--- src/hw/rtl/button_hold_mode_controller_macros.svh ---
// Assertion macros shared by the button hold mode controller RTL.
`ifndef BUTTON_HOLD_MODE_CONTROLLER_MACROS_SVH
`define BUTTON_HOLD_MODE_CONTROLLER_MACROS_SVH

// Same-cycle implication, sampled on clk, off during reset.
`define BHMC_ASSERT_NOW(label, ante, cons, msg) \
	label: assert property (@(posedge clk) disable iff (!arst_n) (ante) |-> (cons)) \
		else $error(msg);

// Next-cycle implication, sampled on clk, off during reset.
`define BHMC_ASSERT_NEXT(label, ante, cons, msg) \
	label: assert property (@(posedge clk) disable iff (!arst_n) (ante) |=> (cons)) \
		else $error(msg);

`endif

--- src/hw/rtl/bhmc_pkg.sv ---
// Types, constants and helpers for the button hold mode controller.
package bhmc_pkg;

	localparam int NUM_MODES = 9;
	localparam int NUM_SLOTS = 5;
	localparam int HOLD_BITS = 16;
	localparam int THR_BITS = 16;
	localparam int CMP_BITS = (HOLD_BITS > THR_BITS) ? HOLD_BITS : THR_BITS;

	localparam int MODE_BITS = 4;
	localparam int SERIES_BITS = 2;
	localparam int SLOT_BITS = 3;
	localparam int SLOT_IDX_BITS = (NUM_SLOTS > 1) ? $clog2(NUM_SLOTS) : 1;

	localparam int CFG_IDX_BITS = 8;
	localparam int IN_BITS = 8;
	localparam int RES_BITS = 1 + 2 + SERIES_BITS + MODE_BITS + 1 + SLOT_BITS;
	localparam int OUT_BITS = ((RES_BITS + 7) / 8) * 8;

	localparam logic [HOLD_BITS-1:0] HOLD_MAX = '1;

	localparam logic [CFG_IDX_BITS-1:0] REG_STEP = CFG_IDX_BITS'(0);
	localparam logic [CFG_IDX_BITS-1:0] REG_SERIES = CFG_IDX_BITS'(1);
	localparam logic [CFG_IDX_BITS-1:0] REG_SAVE = CFG_IDX_BITS'(2);
	localparam logic [CFG_IDX_BITS-1:0] REG_TOGGLE = CFG_IDX_BITS'(3);

	localparam logic [SERIES_BITS-1:0] SERIES_A = SERIES_BITS'(1);
	localparam logic [SERIES_BITS-1:0] SERIES_B = SERIES_BITS'(2);

	typedef enum logic [1:0] {
		STATUS_NORMAL = 2'd0,
		STATUS_SAVE = 2'd1,
		STATUS_TOGGLE = 2'd2
	} status_t;

	typedef struct packed {
		logic [THR_BITS-1:0] step;
		logic [THR_BITS-1:0] series;
		logic [THR_BITS-1:0] save;
		logic [THR_BITS-1:0] toggle;
	} thr_t;

	typedef struct packed {
		logic [HOLD_BITS-1:0] hold;
		logic last_pressed;
		logic [MODE_BITS-1:0] mode;
		logic [SERIES_BITS-1:0] series;
		logic fav;
		logic [SLOT_BITS-1:0] ptr;
		status_t status;
	} ctrl_t;

	typedef struct packed {
		logic en;
		logic [SLOT_IDX_BITS-1:0] pos;
	} save_t;

	localparam thr_t THR_RESET = '{
		step: THR_BITS'(14),
		series: THR_BITS'(700),
		save: THR_BITS'(3000),
		toggle: THR_BITS'(10000)
	};

	localparam ctrl_t CTRL_RESET = '{
		hold: '0,
		last_pressed: 1'b0,
		mode: MODE_BITS'(1),
		series: SERIES_A,
		fav: 1'b0,
		ptr: SLOT_BITS'(1),
		status: STATUS_NORMAL
	};

	// Storage position of a slot number; a number out of range maps to the first slot.
	function automatic logic [SLOT_IDX_BITS-1:0] slot_pos(input logic [SLOT_BITS-1:0] ptr);
		logic [SLOT_IDX_BITS-1:0] pos;
		pos = '0;
		if (ptr >= SLOT_BITS'(1) && ptr <= SLOT_BITS'(NUM_SLOTS))
			pos = SLOT_IDX_BITS'(ptr - SLOT_BITS'(1));
		return pos;
	endfunction

	// Slot i starts with mode i+1, or mode 1 when that is past the last mode.
	function automatic logic [MODE_BITS-1:0] slot_reset_mode(input int idx);
		logic [MODE_BITS-1:0] m;
		m = MODE_BITS'(1);
		if (idx + 1 <= NUM_MODES)
			m = MODE_BITS'(idx + 1);
		return m;
	endfunction

endpackage

--- src/hw/rtl/bhmc_eval.sv ---
// Next-state evaluation for one button tick: hold counting, classification, actions.
module bhmc_eval (
	input logic pressed,
	input bhmc_pkg::ctrl_t cur,
	input bhmc_pkg::thr_t thr,
	output bhmc_pkg::ctrl_t nxt,
	output bhmc_pkg::save_t save,
	output logic done
);

	logic [bhmc_pkg::HOLD_BITS-1:0] hold_inc;
	logic [bhmc_pkg::CMP_BITS-1:0] hold_cmp;
	logic gt_step, gt_series, gt_save, gt_toggle;
	logic released;
	logic [bhmc_pkg::SLOT_BITS-1:0] ptr_adv;
	logic [bhmc_pkg::MODE_BITS-1:0] mode_adv;

	assign released = !pressed;
	assign hold_inc = (pressed && cur.hold != bhmc_pkg::HOLD_MAX) ?
		cur.hold + bhmc_pkg::HOLD_BITS'(1) : cur.hold;
	assign hold_cmp = bhmc_pkg::CMP_BITS'(hold_inc);

	assign gt_toggle = hold_cmp > bhmc_pkg::CMP_BITS'(thr.toggle);
	assign gt_save = hold_cmp > bhmc_pkg::CMP_BITS'(thr.save);
	assign gt_series = hold_cmp > bhmc_pkg::CMP_BITS'(thr.series);
	assign gt_step = hold_cmp > bhmc_pkg::CMP_BITS'(thr.step);

	assign ptr_adv = (cur.ptr >= bhmc_pkg::SLOT_BITS'(bhmc_pkg::NUM_SLOTS)) ?
		bhmc_pkg::SLOT_BITS'(1) : cur.ptr + bhmc_pkg::SLOT_BITS'(1);
	assign mode_adv = (cur.mode >= bhmc_pkg::MODE_BITS'(bhmc_pkg::NUM_MODES)) ?
		bhmc_pkg::MODE_BITS'(1) : cur.mode + bhmc_pkg::MODE_BITS'(1);

	always_comb begin
		nxt = cur;
		nxt.hold = hold_inc;
		save.en = 1'b0;
		save.pos = bhmc_pkg::slot_pos(cur.ptr);
		done = 1'b0;

		// Thresholds are taken from the highest down; the first exceeded decides.
		if (pressed == cur.last_pressed) begin
			if (gt_toggle) begin
				nxt.status = bhmc_pkg::STATUS_TOGGLE;
				if (released) begin
					nxt.fav = !cur.fav;
					nxt.status = bhmc_pkg::STATUS_NORMAL;
					done = 1'b1;
				end
			end else if (gt_save) begin
				if (!cur.fav) begin
					nxt.status = bhmc_pkg::STATUS_SAVE;
					if (released) begin
						save.en = 1'b1;
						nxt.ptr = ptr_adv;
						nxt.status = bhmc_pkg::STATUS_NORMAL;
						done = 1'b1;
					end
				end
			end else if (gt_series) begin
				if (!cur.fav && released) begin
					nxt.series = (cur.series == bhmc_pkg::SERIES_A) ?
						bhmc_pkg::SERIES_B : bhmc_pkg::SERIES_A;
					nxt.mode = bhmc_pkg::MODE_BITS'(1);
					done = 1'b1;
				end
			end else if (gt_step) begin
				if (released) begin
					if (!cur.fav)
						nxt.mode = mode_adv;
					else
						nxt.ptr = ptr_adv;
					done = 1'b1;
				end
			end
		end

		// second released tick in a row ends the hold
		if (!pressed && !cur.last_pressed)
			nxt.hold = '0;
		nxt.last_pressed = pressed;
	end

endmodule

--- src/hw/rtl/button_hold_mode_controller.sv ---
// Top level of the button hold mode controller: registers, favourite slots, result stage.
// One item per clock: each accepted item is a button tick, and its result is in the output
// register the next cycle, while the next tick may be accepted in that same cycle; the
// control state loop through the evaluation logic sets this rate. With the
// result still unread and m_tready low, s_tready drops until it is taken. The result packs,
// from bit 0: action_done, status, shown_series, shown_mode, favourites_on, slot_index. The
// four thresholds are written on the cfg channel (0 step, 1 series, 2 save, 3 toggle), which
// is always ready; other indices are ignored.
`include "button_hold_mode_controller_macros.svh"

module button_hold_mode_controller (
	input logic clk,
	input logic arst_n,
	input logic s_tvalid,
	output logic s_tready,
	input logic [bhmc_pkg::IN_BITS-1:0] s_tdata, // [0] button_pressed
	output logic m_tvalid,
	input logic m_tready,
	// [0] action_done, [2:1] status, [4:3] shown_series, [8:5] shown_mode,
	// [9] favourites_on, [12:10] slot_index
	output logic [bhmc_pkg::OUT_BITS-1:0] m_tdata,
	input logic cfg_valid,
	output logic cfg_ready,
	input logic [bhmc_pkg::CFG_IDX_BITS-1:0] cfg_index,
	input logic [bhmc_pkg::THR_BITS-1:0] cfg_data
);

	bhmc_pkg::thr_t thr_q;
	bhmc_pkg::ctrl_t ctrl_q, ctrl_nxt;
	bhmc_pkg::save_t save;
	logic done;
	logic s_accept;
	logic m_tvalid_q;
	logic [bhmc_pkg::OUT_BITS-1:0] m_tdata_q;

	logic [bhmc_pkg::MODE_BITS-1:0] slot_mode_q [bhmc_pkg::NUM_SLOTS];
	logic [bhmc_pkg::SERIES_BITS-1:0] slot_series_q [bhmc_pkg::NUM_SLOTS];

	logic [bhmc_pkg::SLOT_IDX_BITS-1:0] show_pos;
	logic [bhmc_pkg::MODE_BITS-1:0] show_mode;
	logic [bhmc_pkg::SERIES_BITS-1:0] show_series;
	logic [bhmc_pkg::RES_BITS-1:0] res;

	assign cfg_ready = 1'b1;
	assign s_tready = !m_tvalid_q || m_tready;
	assign s_accept = s_tvalid && s_tready;
	assign m_tvalid = m_tvalid_q;
	assign m_tdata = m_tdata_q;

	bhmc_eval u_eval (
		.pressed(s_tdata[0]),
		.cur(ctrl_q),
		.thr(thr_q),
		.nxt(ctrl_nxt),
		.save(save),
		.done(done)
	);

	// The pointer may move this tick; a saving tick never shows slot contents, so the
	// old slot store read at the new pointer is what the item sees.
	assign show_pos = bhmc_pkg::slot_pos(ctrl_nxt.ptr);
	assign show_mode = ctrl_nxt.fav ? slot_mode_q[show_pos] : ctrl_nxt.mode;
	assign show_series = ctrl_nxt.fav ? slot_series_q[show_pos] : ctrl_nxt.series;
	assign res = {ctrl_nxt.ptr, ctrl_nxt.fav, show_mode, show_series, ctrl_nxt.status, done};

	always_ff @(posedge clk or negedge arst_n) begin
		if (!arst_n) begin
			thr_q <= bhmc_pkg::THR_RESET;
		end else if (cfg_valid && cfg_ready) begin
			case (cfg_index)
				bhmc_pkg::REG_STEP: thr_q.step <= cfg_data;
				bhmc_pkg::REG_SERIES: thr_q.series <= cfg_data;
				bhmc_pkg::REG_SAVE: thr_q.save <= cfg_data;
				bhmc_pkg::REG_TOGGLE: thr_q.toggle <= cfg_data;
				default: ;
			endcase
		end
	end

	always_ff @(posedge clk or negedge arst_n) begin
		if (!arst_n) begin
			ctrl_q <= bhmc_pkg::CTRL_RESET;
		end else if (s_accept) begin
			ctrl_q <= ctrl_nxt;
		end
	end

	always_ff @(posedge clk or negedge arst_n) begin
		if (!arst_n) begin
			for (int i = 0; i < bhmc_pkg::NUM_SLOTS; i++) begin
				slot_mode_q[i] <= bhmc_pkg::slot_reset_mode(i);
				slot_series_q[i] <= bhmc_pkg::SERIES_A;
			end
		end else if (s_accept && save.en) begin
			slot_mode_q[save.pos] <= ctrl_q.mode;
			slot_series_q[save.pos] <= ctrl_q.series;
		end
	end

	always_ff @(posedge clk or negedge arst_n) begin
		if (!arst_n) begin
			m_tvalid_q <= 1'b0;
		end else if (s_accept) begin
			m_tvalid_q <= 1'b1;
		end else if (m_tready) begin
			m_tvalid_q <= 1'b0;
		end
	end

	always_ff @(posedge clk) begin
		if (s_accept) begin
			m_tdata_q <= bhmc_pkg::OUT_BITS'(res);
		end
	end

	`BHMC_ASSERT_NOW(a_ptr_range, 1'b1, ctrl_q.ptr >= bhmc_pkg::SLOT_BITS'(1) && ctrl_q.ptr <= bhmc_pkg::SLOT_BITS'(bhmc_pkg::NUM_SLOTS), "slot pointer out of range")
	`BHMC_ASSERT_NOW(a_mode_range, 1'b1, ctrl_q.mode >= bhmc_pkg::MODE_BITS'(1) && ctrl_q.mode <= bhmc_pkg::MODE_BITS'(bhmc_pkg::NUM_MODES), "mode out of range")
	`BHMC_ASSERT_NEXT(a_result_follows, s_accept, m_tvalid, "accepted item gave no result")
	`BHMC_ASSERT_NEXT(a_press_no_action, s_accept && s_tdata[0], !m_tdata[0], "action on a pressed tick")
	`BHMC_ASSERT_NEXT(a_hold_clears, s_accept && !s_tdata[0] && !ctrl_q.last_pressed, ctrl_q.hold == '0, "hold count kept after two released ticks")

endmodule

--- config.mk ---
export PLATFORM = sky130hd
export DESIGN_NAME = button_hold_mode_controller
export DESIGN_NICKNAME = d
export VERILOG_FILES = /design/src/hw/rtl/bhmc_pkg.sv /design/src/hw/rtl/bhmc_eval.sv /design/src/hw/rtl/button_hold_mode_controller.sv
export VERILOG_INCLUDE_DIRS = /design/src /design/src/hw/rtl
export SDC_FILE = /design/constraint.sdc
export NUM_CORES = 1
export LEC_CHECK = 0
export BUFFER_PORTS_ARGS = -buffer_cell sky130_fd_sc_hd__buf_2
export CAP_MARGIN = 20
export CORE_MARGIN = 4
export CORE_UTILIZATION = 62
export CTS_CLUSTER_SIZE = 14
export DETAILED_ROUTE_END_ITERATION = 12
export PLACE_DENSITY = 0.81
export SLEW_MARGIN = 30
export SYNTH_ARGS = -nofsm -noshare
export SYNTH_HDL_FRONTEND = slang
export SYNTH_SLANG_ARGS = --single-unit
--- constraint.sdc ---
create_clock -name clk -period 8.7 [get_ports clk]
set_input_delay 1.305 -clock clk [delete_from_list [all_inputs] [get_ports clk]]
set_output_delay 1.305 -clock clk [all_outputs]
set_load 0.05 [all_outputs]
[After elaboration in Yosys (flattened, before gate mapping)]
Index checks and enable logic that the tools add are counted.
Word-level totals
  bits of input ports: 37
  register bits after elaboration: 137
  output and inout bits: 19
  word-level logic and storage cells: 124
Cells by class
  $lt $le $gt $ge: 13
  equal/unequal tests: 6
  bitwise logic cells: 2
  reduce and logical (&&, ||, !) cells: 19
  $add $sub $neg: 5
  multiplexer cells: 55
Operators with widths (count)
  > comparator 16 bit: 4
  two-way mux 4 bit: 9
  two-way mux 16 bit: 2
  two-way mux 3 bit: 9
  bitwise mux 20 bit: 1
  two-way mux 2 bit: 9
  two-way mux 6 bit: 3
  adder 16 x 1 -> 16 bit, second input constant: 1
  == test 8 x 2 -> 1 bit, second input constant: 2
  != test 16 bit, second input constant: 1
  two-way mux 1 bit: 14
  binary-select mux 4 bit (select 3 bit): 1
  demux 4 bit (select 3 bit): 1
  greater-or-equal comparator 4 bit, second input constant: 3
  two-way mux 12 bit: 1
  bitwise mux 10 bit: 1
  two-way mux 5 bit: 2
  == test 8 x 1 -> 1 bit, second input constant: 1
  logical AND 1 bit: 8
  zero test 8 bit: 1
  inverter 3 -> 4 bit: 2
  AND reduction 2 bit: 4
  binary-select mux 2 bit (select 3 bit): 1
  demux 2 bit (select 3 bit): 1
  12 further kinds: 18

[Longest topological paths before layout]
Gate-level depths: netlist of run 1.
  depth in word-level cells: 17
  mapped depth: 28
  depth with buffers taken out: 26

[Modules after synthesis]
Synthesis of run 1 repeated with hierarchy kept, for this count alone.
Second synthesis, totals
  cell total of the unflattened synthesis: 744
  area, all modules: 8295.5 um2
By module, submodules not included
  button_hold_mode_controller: cells an instance 353, area an instance 5540.3 um2, sequential area each 3538.4 um2, times used 1
  bhmc_eval: cells an instance 391, area an instance 2755.1 um2, sequential area each 0.0 um2, times used 1

[Worst setup path after synthesis of run 1]
No wires, ideal clock.
  path kind: input -> register
  from: input port s_tdata[0] (netlist name)
  to: register m_tdata_q (netlist bit m_tdata[5]) (data pin)
  required time: 8.436 ns
  library setup time: 0.264 ns
  arrival: 6.906 ns
  stages: 25
  setup slack: 1.530 ns
  path buffers: 4
  path through: clkbuf_1 o41ai_1 nor2_1 and3_1 and3_1 and3_1 clkbuf_1 nand3_1 nor2_1 xor2_1 ha_1 nand4_1 or4_1 a211o_1 o211ai_2 nand3_2 o32a_1 nor3_1 a21oi_1 ha_1 clkbuf_1 clkbuf_1 mux2i_1 o21a_1 o31ai_1
Between the ends
  cells in the longest elaborated chain, start to end: 16
  elaborated cells between the ends (all ways): 35
  those cells by class: add/sub: 1; order compare: 6; eq/ne: 1; mux: 22; bitwise: 1; reduce/logical: 4
RTL lines
  from (decl): RTL line button_hold_mode_controller.sv:16  | input logic [bhmc_pkg::IN_BITS-1:0] s_tdata,
  logical AND 1 bit: RTL line bhmc_eval.sv:19  | assign hold_inc = (pressed && cur.hold != bhmc_pkg::HOLD_MAX) ?
  two-way mux 16 bit: RTL line bhmc_eval.sv:19
  > comparator 16 bit: RTL line bhmc_eval.sv:26  | assign gt_step = hold_cmp > bhmc_pkg::CMP_BITS'(thr.step);
  two-way mux 3 bit: RTL line bhmc_eval.sv:66  | end else if (gt_step) begin
  two-way mux 3 bit: RTL line bhmc_eval.sv:59  | end else if (gt_series) begin
  two-way mux 3 bit: RTL line bhmc_eval.sv:49  | end else if (gt_save) begin
  two-way mux 3 bit: RTL line bhmc_eval.sv:42  | if (gt_toggle) begin
  two-way mux 12 bit (*): RTL line bhmc_eval.sv:41  | if (pressed == cur.last_pressed) begin
  greater-or-equal comparator 3 x 1 -> 1 bit / less-or-equal comparator 3 bit (equally long branches): RTL line bhmc_pkg.sv:79  | if (ptr >= SLOT_BITS'(1) && ptr <= SLOT_BITS'(NUM_SLOTS))
  logical AND 1 bit: RTL line bhmc_pkg.sv:79
  two-way mux 3 bit: RTL line bhmc_pkg.sv:79
  inverter 3 -> 4 bit (implied by the code): RTL line button_hold_mode_controller.sv:62  | assign show_mode = ctrl_nxt.fav ? slot_mode_q[show_pos] : ctrl_nxt.mode;
  binary-select mux 4 bit (select 3 bit): RTL line button_hold_mode_controller.sv:62
  two-way mux 4 bit (implied by the code) (2 in series): RTL line button_hold_mode_controller.sv:62
  two-way mux 4 bit (*): RTL line button_hold_mode_controller.sv:62
  net show_mode (one bit): RTL line button_hold_mode_controller.sv:40  | logic [bhmc_pkg::MODE_BITS-1:0] show_mode;
  to (signal assigned): RTL line button_hold_mode_controller.sv:112  | m_tdata_q <= bhmc_pkg::OUT_BITS'(res);
  to (decl): RTL line button_hold_mode_controller.sv:34  | logic [bhmc_pkg::OUT_BITS-1:0] m_tdata_q;
The timed path passes the listed nets; every way through them passes the cells marked *. The select of a mux whose other input is x is not followed.
A chain may end at the register's enable or synchronous reset.

[Worst setup path in the final report of run 1]
  from: register ctrl_q[13] (netlist name)
  to: register m_tdata_q (netlist bit m_tdata[8]) (data pin)
Between the ends
  cells in the longest elaborated chain, start to end: 17
  elaborated cells between the ends (all ways): 28
  those cells by class: add/sub: 2; order compare: 6; eq/ne: 1; mux: 16; bitwise: 1; reduce/logical: 2
RTL lines
  from (decl): RTL line button_hold_mode_controller.sv:29  | bhmc_pkg::ctrl_t ctrl_q, ctrl_nxt;
  from (signal assigned): RTL line button_hold_mode_controller.sv:82  | ctrl_q <= bhmc_pkg::CTRL_RESET;
  from (signal assigned): RTL line button_hold_mode_controller.sv:84  | ctrl_q <= ctrl_nxt;
  branches (longest 2 deep; another with adder 16 x 1 -> 16 bit)
  two-way mux 16 bit (*): RTL line bhmc_eval.sv:19
  > comparator 16 bit: RTL line bhmc_eval.sv:26
  two-way mux 3 bit: RTL line bhmc_eval.sv:66
  two-way mux 3 bit: RTL line bhmc_eval.sv:59
  two-way mux 3 bit: RTL line bhmc_eval.sv:49
  two-way mux 3 bit: RTL line bhmc_eval.sv:42
  two-way mux 12 bit (*): RTL line bhmc_eval.sv:41
  greater-or-equal comparator 3 x 1 -> 1 bit / less-or-equal comparator 3 bit (equally long branches): RTL line bhmc_pkg.sv:79
  logical AND 1 bit: RTL line bhmc_pkg.sv:79
  two-way mux 3 bit: RTL line bhmc_pkg.sv:79
  inverter 3 -> 4 bit (implied by the code): RTL line button_hold_mode_controller.sv:62
  binary-select mux 4 bit (select 3 bit): RTL line button_hold_mode_controller.sv:62
  two-way mux 4 bit (implied by the code) (2 in series): RTL line button_hold_mode_controller.sv:62
  two-way mux 4 bit (*): RTL line button_hold_mode_controller.sv:62
  net show_mode (one bit): RTL line button_hold_mode_controller.sv:40
Mark *: on every way through the listed nets, which the timed path passes. The select of a mux whose other input is x is not followed.

==> metrics, run 1 <==
result of the run complete, no violations; routed wire length per instance 18.7 um; post-route non-filler standard cell count 1072; count of TritonRoute iterations in the first routing pass 5; Fill cells 970; Port-buffer cells 44; number of enable flip-flop cells after synthesis 13; maximum level of the CTS H-tree 4; critical path fanouts, max 13; Final Hold Slack 0.471 ns; area of the mapped netlist 8540 um2; share of layout cells above drive strength 1 25.4%; crit end category register; area of the die between 15000 and 20000 um2; fraction of post-synthesis cell area in the top cell type by area 25.8%; most utilized layer in the global route result met2; CTS hold repair buffers 0; core area ~13000 um2; overall fraction of global-route tracks in use 26.5%; clock buffer depth 2; proportion of register bits with asynchronous set or reset after synthesis between 90% and 100%; TritonCTS clock tree yes; number of clock sinks 137; height of the die 125 um; Crit Path Class reg2reg; ratio of routed vias to standard cells 6.04; cell internal pwr 1.53 mW; maximum vdd drop 0.176 mV; starting density of the core around 64%; share of the clock period used by the worst path between 80% and 90%; number of synthesized register bits roughly 140; most area-consuming cells after synthesis sky130_fd_sc_hd__dfrtp_1 (26%), sky130_fd_sc_hd__dfstp_2 (11%), sky130_fd_sc_hd__ha_1 (10%), sky130_fd_sc_hd__mux2_2 (10%), sky130_fd_sc_hd__edfxtp_1 (4.6%); post-route minimum period around 7.6 ns; most instantiated cells after synthesis sky130_fd_sc_hd__dfrtp_1 (88), sky130_fd_sc_hd__inv_1 (79), sky130_fd_sc_hd__mux2_2 (76), sky130_fd_sc_hd__nand2_1 (76), sky130_fd_sc_hd__ha_1 (71); ys flop type sky130_fd_sc_hd__dfrtp_1; remaining antenna violation count 0; sequential fraction of the synthesis area 41.4%; number of global-route vias before repair 6705; number of placed cells counting well taps 1039; worst hold path type reg2reg; CP Data Arrival Time 7.74 ns; DRC violations left 0; overall routed net length 20100 um; FP Rows 42; count of distinct cell types in the synthesized netlist 88; unrepaired setup endpoints after global routing false; DR iter-0 viols 442; total power draw around 2.5 mW; total of max-cap violations 0; Clk Latency, worst-skew pair between 0.4 and 0.5 ns; met2 GRT Util a little under half; f_max 0.132 GHz; clock input transition at the sequential cells of the worst setup and hold paths 0.06 ns; final RePlAce weighted congestion 0.890; Leak roughly 4.4 nW; cell with the most instances after synthesis sky130_fd_sc_hd__dfrtp_1; diode insertion count for antenna repair 0; number of cells produced by synthesis 844; Slew Viols, Final 0; total vias in the final route 6471; clock buffer count from CTS 17; cts repair resizes 0; buffer count from post-CTS setup fixing 0; clock tree skew after final layout 0.0114 ns; Final Hold Violating Endpoints 0; DIE WIDTH 125 um; PD cells 259 nW/um2; post-synthesis to final-layout area growth 11.0%; met1 Track Usage GR between 30% and 40%; Final Setup Violations 0; buffer type at the clock tree root sky130_fd_sc_hd__clkbuf_16; area used by sequential logic in the layout 3540 um2; NetSw about 0.93 mW; multi-input logic area 4570 um2; met3 usage around 5.0%; Setup TNS Final 0 ns; largest area contributor in the netlist sky130_fd_sc_hd__dfrtp_1; antenna violations before repair 0; Avg Inst Size Synth 10.1 um2; Clock power frac 29.0%; pin slew with the least headroom to its limit 0.973 ns; Top Ports 56; first-pass GRT wire length 33300 um; Switching Fraction a little under two fifths; critical path startpoint category register; Req. time, crit path ~8.9 ns; Final nets approximately 990; overflow left after global routing 0; Max transition margin 35.0%; Ys Warns 0; Combinational Power Share between 30% and 40%; detailed placer's ending HPWL around 15000 um; relative contribution of sequential cells to total power 33.3%; largest net degree at the start of global routing 89; utilization after layout 71.1%
-- layout make-up --
class,count,area share [%]
Tap cell,176,2.32
Sequential cell,137,37.3
Multi-Input combinational cell,596,48.2
Clock buffer,21,4.85
Inverter,82,3.24
Timing Repair Buffer,49,2.82
Clock inverter,11,1.28
-- cell families after synthesis --
kind of cell,after synthesis,synth area share [%]
AND/OR/NAND/NOR,238,14.7
adder cells (fa/ha/maj),71,10.4
XOR/XNOR,17,1.74
buffers and inverters,113,5.27
flip-flops,137,41.4
multiplexers,91,12.0
other,2,0.0879
AO/OA/AOI/OAI,175,14.4
-- metrics by stage --
| step | area [um2] | setup WS, ns |
|---|---|---|
| global route | 9490 | 0.726 |
| global placement | 8890 | 1.03 |
| CTS | 9470 | 1.21 |
| floorplan | 8550 | 1.53 |
| detailed placement | 8890 | 0.867 |
| finish | 9490 | 1.12 |
-- power by group through the flow --
| stage | Clock, mW | Combinational, mW | Sequential (mW) |
|---|---|---|---|
| 2_1_floorplan | 0 | 0.672 | 0.866 |
| 3_3_place_gp | 0 | 0.886 | 0.821 |
| 3_5_place_dp | 0 | 0.914 | 0.827 |
| 4_1_cts | 0.721 | 0.923 | 0.817 |
| 5_1_grt | 0.753 | 1.02 | 0.830 |
| 6_report | 0.712 | 0.927 | 0.819 |
-- sequential cells by signal, indices dropped and copies added (netlist names) --
register	count
ctrl_q	29
m_tdata	13
m_tvalid	1
slot_mode_q	20
slot_series_q	10
thr_q	64
-- cells in the final DEF (no fill, tap or decap), drive strengths merged, types with 6 or more instances in the layout --
master  count
o21ai      65
o31ai      12
clkbuf     21
dfrtp      88
nand4      15
o21a        6
nor4        8
dfstp      36
nand3      23
xnor2       8
nor3       13
nor2       52
ha         71
and3        8
buf        49
inv        82
nor2b       7
edfxtp     13
xor2        9
mux2i      11
nor3b      11
mux2       80
clkinv      6
a21oi      35
nand2      77
o32ai       7
-- path summary, 6_finish.rpt --
kind                                  start                to  slack (ns)  cells past startpoint
setup / recovery                 ctrl_q[13]        m_tdata[8]        1.12                     24
hold / removal             slot_series_q[2]  slot_series_q[2]        0.47                      2
setup reg to reg                 ctrl_q[13]        m_tdata[8]        1.12                     24
hold reg to reg            slot_series_q[2]  slot_series_q[2]        0.47                      2
max in group asynchronous            arst_n         thr_q[42]        6.67                      2
min in group asynchronous            arst_n        ctrl_q[11]        0.85                      1
-- critical path, cell delays in order, from the launching register on --
cell and delay (ns):
sky130_fd_sc_hd__dfrtp_1 0.54, sky130_fd_sc_hd__ha_1 0.28, sky130_fd_sc_hd__nand4_4 0.16, sky130_fd_sc_hd__o41ai_1 0.60, sky130_fd_sc_hd__nor2_1 0.19, sky130_fd_sc_hd__and3_1 0.28
sky130_fd_sc_hd__and3_1 0.25, sky130_fd_sc_hd__and3_1 0.25, sky130_fd_sc_hd__nand3_1 0.19, sky130_fd_sc_hd__nor2_1 0.11, sky130_fd_sc_hd__xor2_1 0.48, sky130_fd_sc_hd__ha_1 0.24
sky130_fd_sc_hd__nand4_1 0.21, sky130_fd_sc_hd__nor4_1 0.57, sky130_fd_sc_hd__nand2_1 0.14, sky130_fd_sc_hd__mux2_4 0.31, sky130_fd_sc_hd__and2_4 0.18, sky130_fd_sc_hd__o32ai_4 0.31
sky130_fd_sc_hd__nand2_2 0.17, sky130_fd_sc_hd__a21oi_1 0.36, sky130_fd_sc_hd__ha_1 0.56, sky130_fd_sc_hd__a31oi_4 0.13, sky130_fd_sc_hd__a211oi_2 0.54, sky130_fd_sc_hd__o21a_1 0.22
sky130_fd_sc_hd__o31ai_1 0.07
-- routing by layer --
layer | up-vias | wire (um) | share of wire (%)
met5 | - | 0 | 0
met4 | 0 | 699 | 3.5
met3 | 49 | 853 | 4.2
met2 | 206 | 10600 | 53
met1 | 3122 | 7930 | 39
li1 | 3094 | - | -
No activity file was read; power rests on OpenSTA's default activity.
==> run 2: changes to the inputs <==
--- a/config.mk
+++ b/config.mk
@@ -6,6 +6,7 @@
 export SDC_FILE = /design/constraint.sdc
 export NUM_CORES = 1
 export LEC_CHECK = 0
+export ABC_CLOCK_PERIOD_IN_PS = 8700
 export BUFFER_PORTS_ARGS = -buffer_cell sky130_fd_sc_hd__buf_2
 export CAP_MARGIN = 20
 export CORE_MARGIN = 4
==> constraint.sdc (replaced) <==
create_clock -name clk -period 8.7 [get_ports clk]
set_input_delay 1.74 -clock clk [delete_from_list [all_inputs] [get_ports clk]]
set_output_delay 1.74 -clock clk [all_outputs]
set_load 0.05 [all_outputs]
==> run 2 against run 1 <==
Effect of this change: via count is 1.5% higher; sequential share of layout area is 0.19 points lower; clock skew is 0.0014 ns lower; register-to-register slack barely moved; critical path depth decreased by 1; combinational power hardly changed; hold slack worse by 0.0091 ns; non-clock buffer count rose by 2; cell count is 0.19% higher; critical endpoint is now m_tdata[7].
==> metrics, run 2 (synthesized netlist as in run 1, its figures left out) <==
critical path's largest stage delay 0.57 ns (was 0.60 ns); overall routed net length 20200 um (was 20100 um); core area 13300 um2 (unchanged); antenna violations before repair 0 (unchanged); critical-path cell list buf_2 -> o41ai_1 -> nor2_1 -> and3_1 -> and3_1 -> and3_1 -> nand3_1 -> nor2_1 -> xor2_1 -> ha_1 -> nand4_1 -> or4_1 -> a211o_1 -> o211ai_2 -> nand3_2 -> o32ai_4 -> nand2_2 -> a21oi_1 -> ha_1 -> a31oi_4 -> a211oi_2 -> o21a_1 -> o31ai_1 (was ha_1 -> nand4_4 -> o41ai_1 -> nor2_1 -> and3_1 -> and3_1 -> and3_1 -> nand3_1 -> nor2_1 -> xor2_1 -> ha_1 -> nand4_1 -> nor4_1 -> nand2_1 -> mux2_4 -> and2_4 -> o32ai_4 -> nand2_2 -> a21oi_1 -> ha_1 -> a31oi_4 -> a211oi_2 -> o21a_1 -> o31ai_1); Final nets 993 (was 991); overflow left after global routing 0 (unchanged); register containing the most flip-flops in the final layout thr_q (unchanged); result of the run complete, no violations (unchanged); Final Hold Slack 0.462 ns (was 0.471 ns); Final Setup Violations 0 (unchanged); first-pass GRT wire length 33600 um (was 33300 um); count of TritonRoute iterations in the first routing pass 6 (was 5); crit path max-delay cell type sky130_fd_sc_hd__or4_1 (was sky130_fd_sc_hd__o41ai_1); maximum vdd drop 0.184 mV (was 0.176 mV); height of the die 125 um (unchanged); cts repair resizes 0 (unchanged); Max transition margin 35.0% (about the same); TritonCTS clock tree yes (unchanged); overall fraction of global-route tracks in use 26.6% (was 26.5%); remaining antenna violation count 0 (unchanged); commonest non-fill, non-tap cells in the layout sky130_fd_sc_hd__dfrtp_1 (88), sky130_fd_sc_hd__inv_1 (79), sky130_fd_sc_hd__nand2_1 (76), sky130_fd_sc_hd__mux2_2 (76), sky130_fd_sc_hd__ha_1 (71) (unchanged); worst hold path type reg2reg (unchanged); total power draw 2.51 mW (was 2.46 mW); ratio of routed vias to standard cells 6.12 (was 6.04); number of global-route vias before repair 6897 (was 6705); largest net degree at the start of global routing 66 (was 89); Fill cells 970 (unchanged); unrepaired setup endpoints after global routing false (unchanged); Largest regs thr_q (64), ctrl_q (29), slot_mode_q (20) (unchanged); Clk Latency, worst-skew pair 0.43 ns (was 0.42 ns); most common cell after layout, fill and taps aside sky130_fd_sc_hd__dfrtp_1 (unchanged); clock tree skew after final layout 0.0100 ns (was 0.0114 ns); clock buffer depth 2 (unchanged); CP Data Arrival Time 8.15 ns (was 7.74 ns); clock buffer count from CTS 17 (unchanged); crit end category register (unchanged); Req. time, crit path 8.87 ns (was 8.86 ns); share of the clock period used by the worst path 91.7% (was 87.1%); maximum level of the CTS H-tree 4 (unchanged); detailed placer's ending HPWL 14600 um (was 14900 um); Port-buffer cells 44 (unchanged); Setup TNS Final 0 ns (unchanged); pin slew with the least headroom to its limit 0.971 ns (was 0.973 ns); critical path startpoint category primary input (was register); clock input transition at the sequential cells of the worst setup and hold paths 0.06 ns (about the same); most used cell along the critical path sky130_fd_sc_hd__and3_1; total vias in the final route 6570 (was 6471); starting density of the core 64.0% (unchanged); DIE WIDTH 125 um (unchanged); diode insertion count for antenna repair 0 (unchanged); Crit Path Class in2reg (was reg2reg); final RePlAce weighted congestion 0.909 (was 0.890); critical path fanouts, max 13 (unchanged); CTS hold repair buffers 0 (unchanged); area of the die 15700 um2 (unchanged); FP Rows 42 (unchanged); share of layout cells above drive strength 1 25.2% (was 25.4%); Final Hold Violating Endpoints 0 (unchanged); total of max-cap violations 0 (unchanged); post-route minimum period 7.98 ns (was 7.58 ns); buffer type at the clock tree root sky130_fd_sc_hd__clkbuf_16 (unchanged); DRC violations left 0 (unchanged); Slew Viols, Final 0 (unchanged); post-synthesis to final-layout area growth 11.6% (was 11.0%); PD cells 263 nW/um2 (was 259 nW/um2); f_max 0.125 GHz (was 0.132 GHz); routed wire length per instance 18.8 um (was 18.7 um); number of clock sinks 137 (unchanged); number of placed cells counting well taps 1041 (was 1039); post-route non-filler standard cell count 1074 (was 1072); max reg flops 64 (unchanged); Leak 4.47 nW (was 4.44 nW); buffer count from post-CTS setup fixing 0 (unchanged); DR iter-0 viols 363 (was 442); Top Ports 56 (unchanged)
run 2: cell types whose count changed in the layout (fill, tap and decap cells not counted), moves of 2 or more:
cell / change
sky130_fd_sc_hd__buf_4: +3
sky130_fd_sc_hd__clkbuf_1: +3
sky130_fd_sc_hd__clkinv_2: -2
sky130_fd_sc_hd__clkinvlp_4: -2
run 2: worst max-delay path: cells and delay by family:
family / cells / cell delay [ns]
AO/OA/AOI/OAI: 9 / 2.30
XOR/XNOR: 1 / 0.48
adder cells (fa/ha/maj): 2 / 0.79
buffers and inverters: 1 / 0.21
AND/OR/NAND/NOR: 10 / 2.62
run 2: per-stage QoR:
step                      utilization, %  area [um2]  setup slack (ns)
after floorplan                        -        8550              1.09
after global placement              66.7        8900             0.621
after detailed placement            66.7        8900             0.431
after CTS                           71.4        9520             0.807
after global routing                71.4        9540             0.183
final                               71.4        9540             0.718
run 2: metal layers:
| layer | vias to the layer above | part of all wire (%) | GRT usage, % |
|---|---|---|---|
| met5 | - | 0 | 0 |
| met2 | 202 | 53 | 48.4 |
| met1 | 3197 | 39 | 30.2 |
| met4 | 0 | 3.7 | 12.2 |
| met3 | 61 | 4.1 | 5.07 |
| li1 | 3110 | - | - |
run 2: final cells by class:
class | instances | area [um2] | share of cell area [%]
clock buffers | 26 | 510 | 5.35
clock inverters | 6 | 111 | 1.17
inverters | 82 | 308 | 3.23
multi-input cells | 596 | 4570 | 47.9
flip-flops and latches | 137 | 3540 | 37.1
well taps | 176 | 220 | 2.31
repair buffers | 51 | 279 | 2.93
run 2: path summary, 6_finish.rpt:
path,startpoint,end,slack (ns),cells past startpoint
min,slot_series_q[2],slot_series_q[2],0.46,2
min reg2reg,slot_series_q[2],slot_series_q[2],0.46,2
max in group asynchronous,arst_n,thr_q[22],6.03,2
min in group asynchronous,arst_n,m_tvalid,1.37,1
max,s_tdata[0],m_tdata[7],0.72,23
max reg2reg,ctrl_q[13],m_tdata[7],1.13,24
run 2: where the power goes:
group | leakage [nW] | internal [mW] | switching, mW
Combinational | 2.51 | 0.343 | 0.586
Sequential | 1.66 | 0.751 | 0.0680
Clock | 0.300 | 0.491 | 0.268
==> run 3: changes to the inputs <==
--- a/config.mk
+++ b/config.mk
@@ -6,14 +6,16 @@
 export SDC_FILE = /design/constraint.sdc
 export NUM_CORES = 1
 export LEC_CHECK = 0
-export ABC_CLOCK_PERIOD_IN_PS = 8700
+export ABC_CLOCK_PERIOD_IN_PS = 7400
 export BUFFER_PORTS_ARGS = -buffer_cell sky130_fd_sc_hd__buf_2
 export CAP_MARGIN = 20
+export CELL_PAD_IN_SITES_DETAIL_PLACEMENT = 1
+export CELL_PAD_IN_SITES_GLOBAL_PLACEMENT = 2
 export CORE_MARGIN = 4
-export CORE_UTILIZATION = 62
+export CORE_UTILIZATION = 40
 export CTS_CLUSTER_SIZE = 14
 export DETAILED_ROUTE_END_ITERATION = 12
-export PLACE_DENSITY = 0.81
+export PLACE_DENSITY_LB_ADDON = 0.1
 export SLEW_MARGIN = 30
 export SYNTH_ARGS = -nofsm -noshare
 export SYNTH_HDL_FRONTEND = slang
==> constraint.sdc (replaced) <==
create_clock -name clk -period 7.4 [get_ports clk]
set_input_delay 1.48 -clock clk [delete_from_list [all_inputs] [get_ports clk]]
set_output_delay 1.48 -clock clk [all_outputs]
set_load 0.05 [all_outputs]
==> run 3 against run 2 <==
Effect of this change: via count grew 0.93%; largest power group unchanged; utilization is 24 points lower; critical path depth grew 4; register-to-register slack worse by 0.68 ns; final area increased by 3.6%; sequential share of layout area decreased by 1.3 points; sequential power grew 18%; hold slack gained 0.018 ns; clock skew up 0.0021 ns.
==> metrics, run 3 (synthesized netlist as in run 1, its figures left out) <==
maximum level of the CTS H-tree 4 (unchanged); post-synthesis to final-layout area growth 15.6% (was 11.6%); clock input transition at the sequential cells of the worst setup and hold paths 0.07 ns (was 0.06 ns); max reg flops 64 (unchanged); CP Data Arrival Time 7.18 ns (was 8.15 ns); Final Setup Violations 0 (unchanged); total of max-cap violations 0 (unchanged); DRC violations left 0 (unchanged); share of layout cells above drive strength 1 28.6% (was 25.2%); area of the die 23800 um2 (was 15700 um2); number of clock sinks 137 (unchanged); Setup TNS Final 0 ns (unchanged); NetSw 1.19 mW (was 0.921 mW); PD cells 303 nW/um2 (was 263 nW/um2); post-route non-filler standard cell count 1203 (was 1074); number of placed cells counting well taps 1171 (was 1041); first-pass GRT wire length 38500 um (was 33600 um); buffer type at the clock tree root sky130_fd_sc_hd__clkbuf_16 (unchanged); Clk Latency, worst-skew pair 0.43 ns (about the same); critical path fanouts, max 15 (was 13); Final Hold Violating Endpoints 0 (unchanged); routed wire length per instance 19.8 um (was 18.8 um); final RePlAce weighted congestion 0.817 (was 0.909); FP Rows 53 (was 42); clock buffer count from CTS 17 (unchanged); Switching Fraction 39.6% (was 36.8%); overall routed net length 23800 um (was 20200 um); Slew Viols, Final 0 (unchanged); clock buffer depth 2 (unchanged); Largest regs thr_q (64), ctrl_q (29), slot_mode_q (20) (unchanged); largest net degree at the start of global routing 71 (was 66); result of the run complete, no violations (unchanged); register containing the most flip-flops in the final layout thr_q (unchanged); height of the die 154 um (was 125 um); Req. time, crit path 7.63 ns (was 8.87 ns); core area 21000 um2 (was 13300 um2); critical path startpoint category register (was primary input); crit end category register (unchanged); Combinational Power Share 39.1% (was 37.1%); diode insertion count for antenna repair 0 (unchanged); Final Hold Slack 0.480 ns (was 0.462 ns); relative contribution of sequential cells to total power 32.3% (was 32.7%); Fill cells 2376 (was 970); remaining antenna violation count 0 (unchanged); antenna violations before repair 0 (unchanged); cell internal pwr 1.81 mW (was 1.59 mW); Clock power frac 28.5% (was 30.3%); ratio of routed vias to standard cells 5.51 (was 6.12); number of global-route vias before repair 7237 (was 6897); overall fraction of global-route tracks in use 20.4% (was 26.6%); pin slew with the least headroom to its limit 0.806 ns (was 0.971 ns); f_max 0.144 GHz; detailed placer's ending HPWL 18100 um (was 14600 um); overflow left after global routing 0 (unchanged); clock tree skew after final layout 0.0121 ns (was 0.0100 ns); Max transition margin 45.9% (was 35.0%); share of the clock period used by the worst path between 90% and 100%; Crit Path Class reg2reg (was in2reg); Final nets 1023 (was 993); DR iter-0 viols 288 (was 363); Top Ports 56 (unchanged); count of TritonRoute iterations in the first routing pass 4 (was 6); TritonCTS clock tree yes (unchanged); DIE WIDTH 154 um (was 125 um); worst hold path type reg2reg (unchanged); starting density of the core 40.6% (was 64.0%); post-route minimum period 6.95 ns; utilization after layout 47.0% (was 71.4%); Port-buffer cells 44 (unchanged); maximum vdd drop 0.140 mV (was 0.184 mV); commonest non-fill, non-tap cells in the layout sky130_fd_sc_hd__dfrtp_1 (88), sky130_fd_sc_hd__inv_1 (79), sky130_fd_sc_hd__nand2_1 (76), sky130_fd_sc_hd__mux2_2 (76), sky130_fd_sc_hd__ha_1 (70) (was sky130_fd_sc_hd__dfrtp_1 (88), sky130_fd_sc_hd__inv_1 (79), sky130_fd_sc_hd__nand2_1 (76), sky130_fd_sc_hd__mux2_2 (76), sky130_fd_sc_hd__ha_1 (71)); most common cell after layout, fill and taps aside sky130_fd_sc_hd__dfrtp_1 (unchanged); Leak 4.62 nW (was 4.47 nW); total vias in the final route 6631 (was 6570)
[run 3: changes by cell type in the layout (fill, tap and decap cells not counted), moves of 2 or more]
cell                        delta
sky130_fd_sc_hd__inv_8         +3
sky130_fd_sc_hd__bufinv_16     -2
sky130_fd_sc_hd__clkinv_4      +2
sky130_fd_sc_hd__buf_4        +28
sky130_fd_sc_hd__buf_6         +2
sky130_fd_sc_hd__inv_6         +5
sky130_fd_sc_hd__clkbuf_8      -3
sky130_fd_sc_hd__clkbuf_1      -5
[run 3: final cells by class]
class	count	area, um2	area share [%]
Tap cell	275	344	3.48
Timing Repair Buffer	81	512	5.18
Clock inverter	15	159	1.61
Sequential cell	137	3540	35.8
Clock buffer	17	425	4.31
Multi-Input combinational cell	596	4590	46.5
Inverter	82	308	3.12
[run 3: final timing paths]
path | from | cells past startpoint | slack (ns) | endpoint
worst max-delay path | ctrl_q[13] | 27 | 0.45 | m_tdata[8]
worst min-delay path | slot_series_q[2] | 2 | 0.48 | slot_series_q[2]
worst max register to register | ctrl_q[13] | 27 | 0.45 | m_tdata[8]
worst min register to register | slot_series_q[2] | 2 | 0.48 | slot_series_q[2]
max in group asynchronous | arst_n | 2 | 5.17 | thr_q[52]
min in group asynchronous | arst_n | 1 | 1.11 | ctrl_q[1]
[run 3: per-layer routing]
metal	GRT usage (%)	vias to the layer above	share of wire [%]
met5	0	-	0
met4	6.27	0	2.2
met3	3.38	33	2.6
met2	37.7	87	53
met1	24.1	3355	42
li1	-	3156	-
[run 3: power groups by stage]
stage / Sequential [mW] / Combinational (mW) / Clock (mW)
finish: 0.968 / 1.17 / 0.854
global route: 0.980 / 1.29 / 0.912
CTS: 0.966 / 1.18 / 0.873
detailed placement: 0.979 / 1.17 / 0
global placement: 0.971 / 1.13 / 0
floorplan: 1.02 / 0.790 / 0
[run 3: worst max-delay path: stages (launching register included)]
cell and delay [ns]:
sky130_fd_sc_hd__dfrtp_1 0.56, sky130_fd_sc_hd__ha_1 0.29, sky130_fd_sc_hd__nand4_4 0.16, sky130_fd_sc_hd__o41ai_2 0.49, sky130_fd_sc_hd__nor2_1 0.12, sky130_fd_sc_hd__and3_1 0.22
sky130_fd_sc_hd__and3_1 0.21, sky130_fd_sc_hd__and3_1 0.20, sky130_fd_sc_hd__nand3_1 0.18, sky130_fd_sc_hd__nor2_1 0.11, sky130_fd_sc_hd__xor2_1 0.15, sky130_fd_sc_hd__buf_4 0.17
sky130_fd_sc_hd__ha_1 0.30, sky130_fd_sc_hd__nand4_1 0.17, sky130_fd_sc_hd__or4_1 0.59, sky130_fd_sc_hd__a211o_1 0.31, sky130_fd_sc_hd__o211ai_2 0.23, sky130_fd_sc_hd__nand3_2 0.12
sky130_fd_sc_hd__buf_4 0.17, sky130_fd_sc_hd__o32ai_4 0.25, sky130_fd_sc_hd__nand2_2 0.17, sky130_fd_sc_hd__a21oi_2 0.26, sky130_fd_sc_hd__ha_2 0.32, sky130_fd_sc_hd__buf_4 0.20
sky130_fd_sc_hd__buf_4 0.19, sky130_fd_sc_hd__mux2i_1 0.14, sky130_fd_sc_hd__o21a_1 0.17, sky130_fd_sc_hd__o31ai_1 0.30
[run 3: what timing repair did]
item                                    in CTS  in global routing
resized for setup                            0                  3
endpoints found under the setup margin       0                  6
hold buffers                                 0                  0
setup buffers                                0                  0
[run 3: per-stage QoR]
stage	instance area (um2)	setup WS, ns	power (mW)
final	9880	0.453	2.99
after detailed placement	9270	0.0155	2.15
after floorplan	8550	0.0547	1.81
after global routing	9880	-0.000449	3.18
after CTS	9850	0.254	3.02
after global placement	9240	0.115	2.10
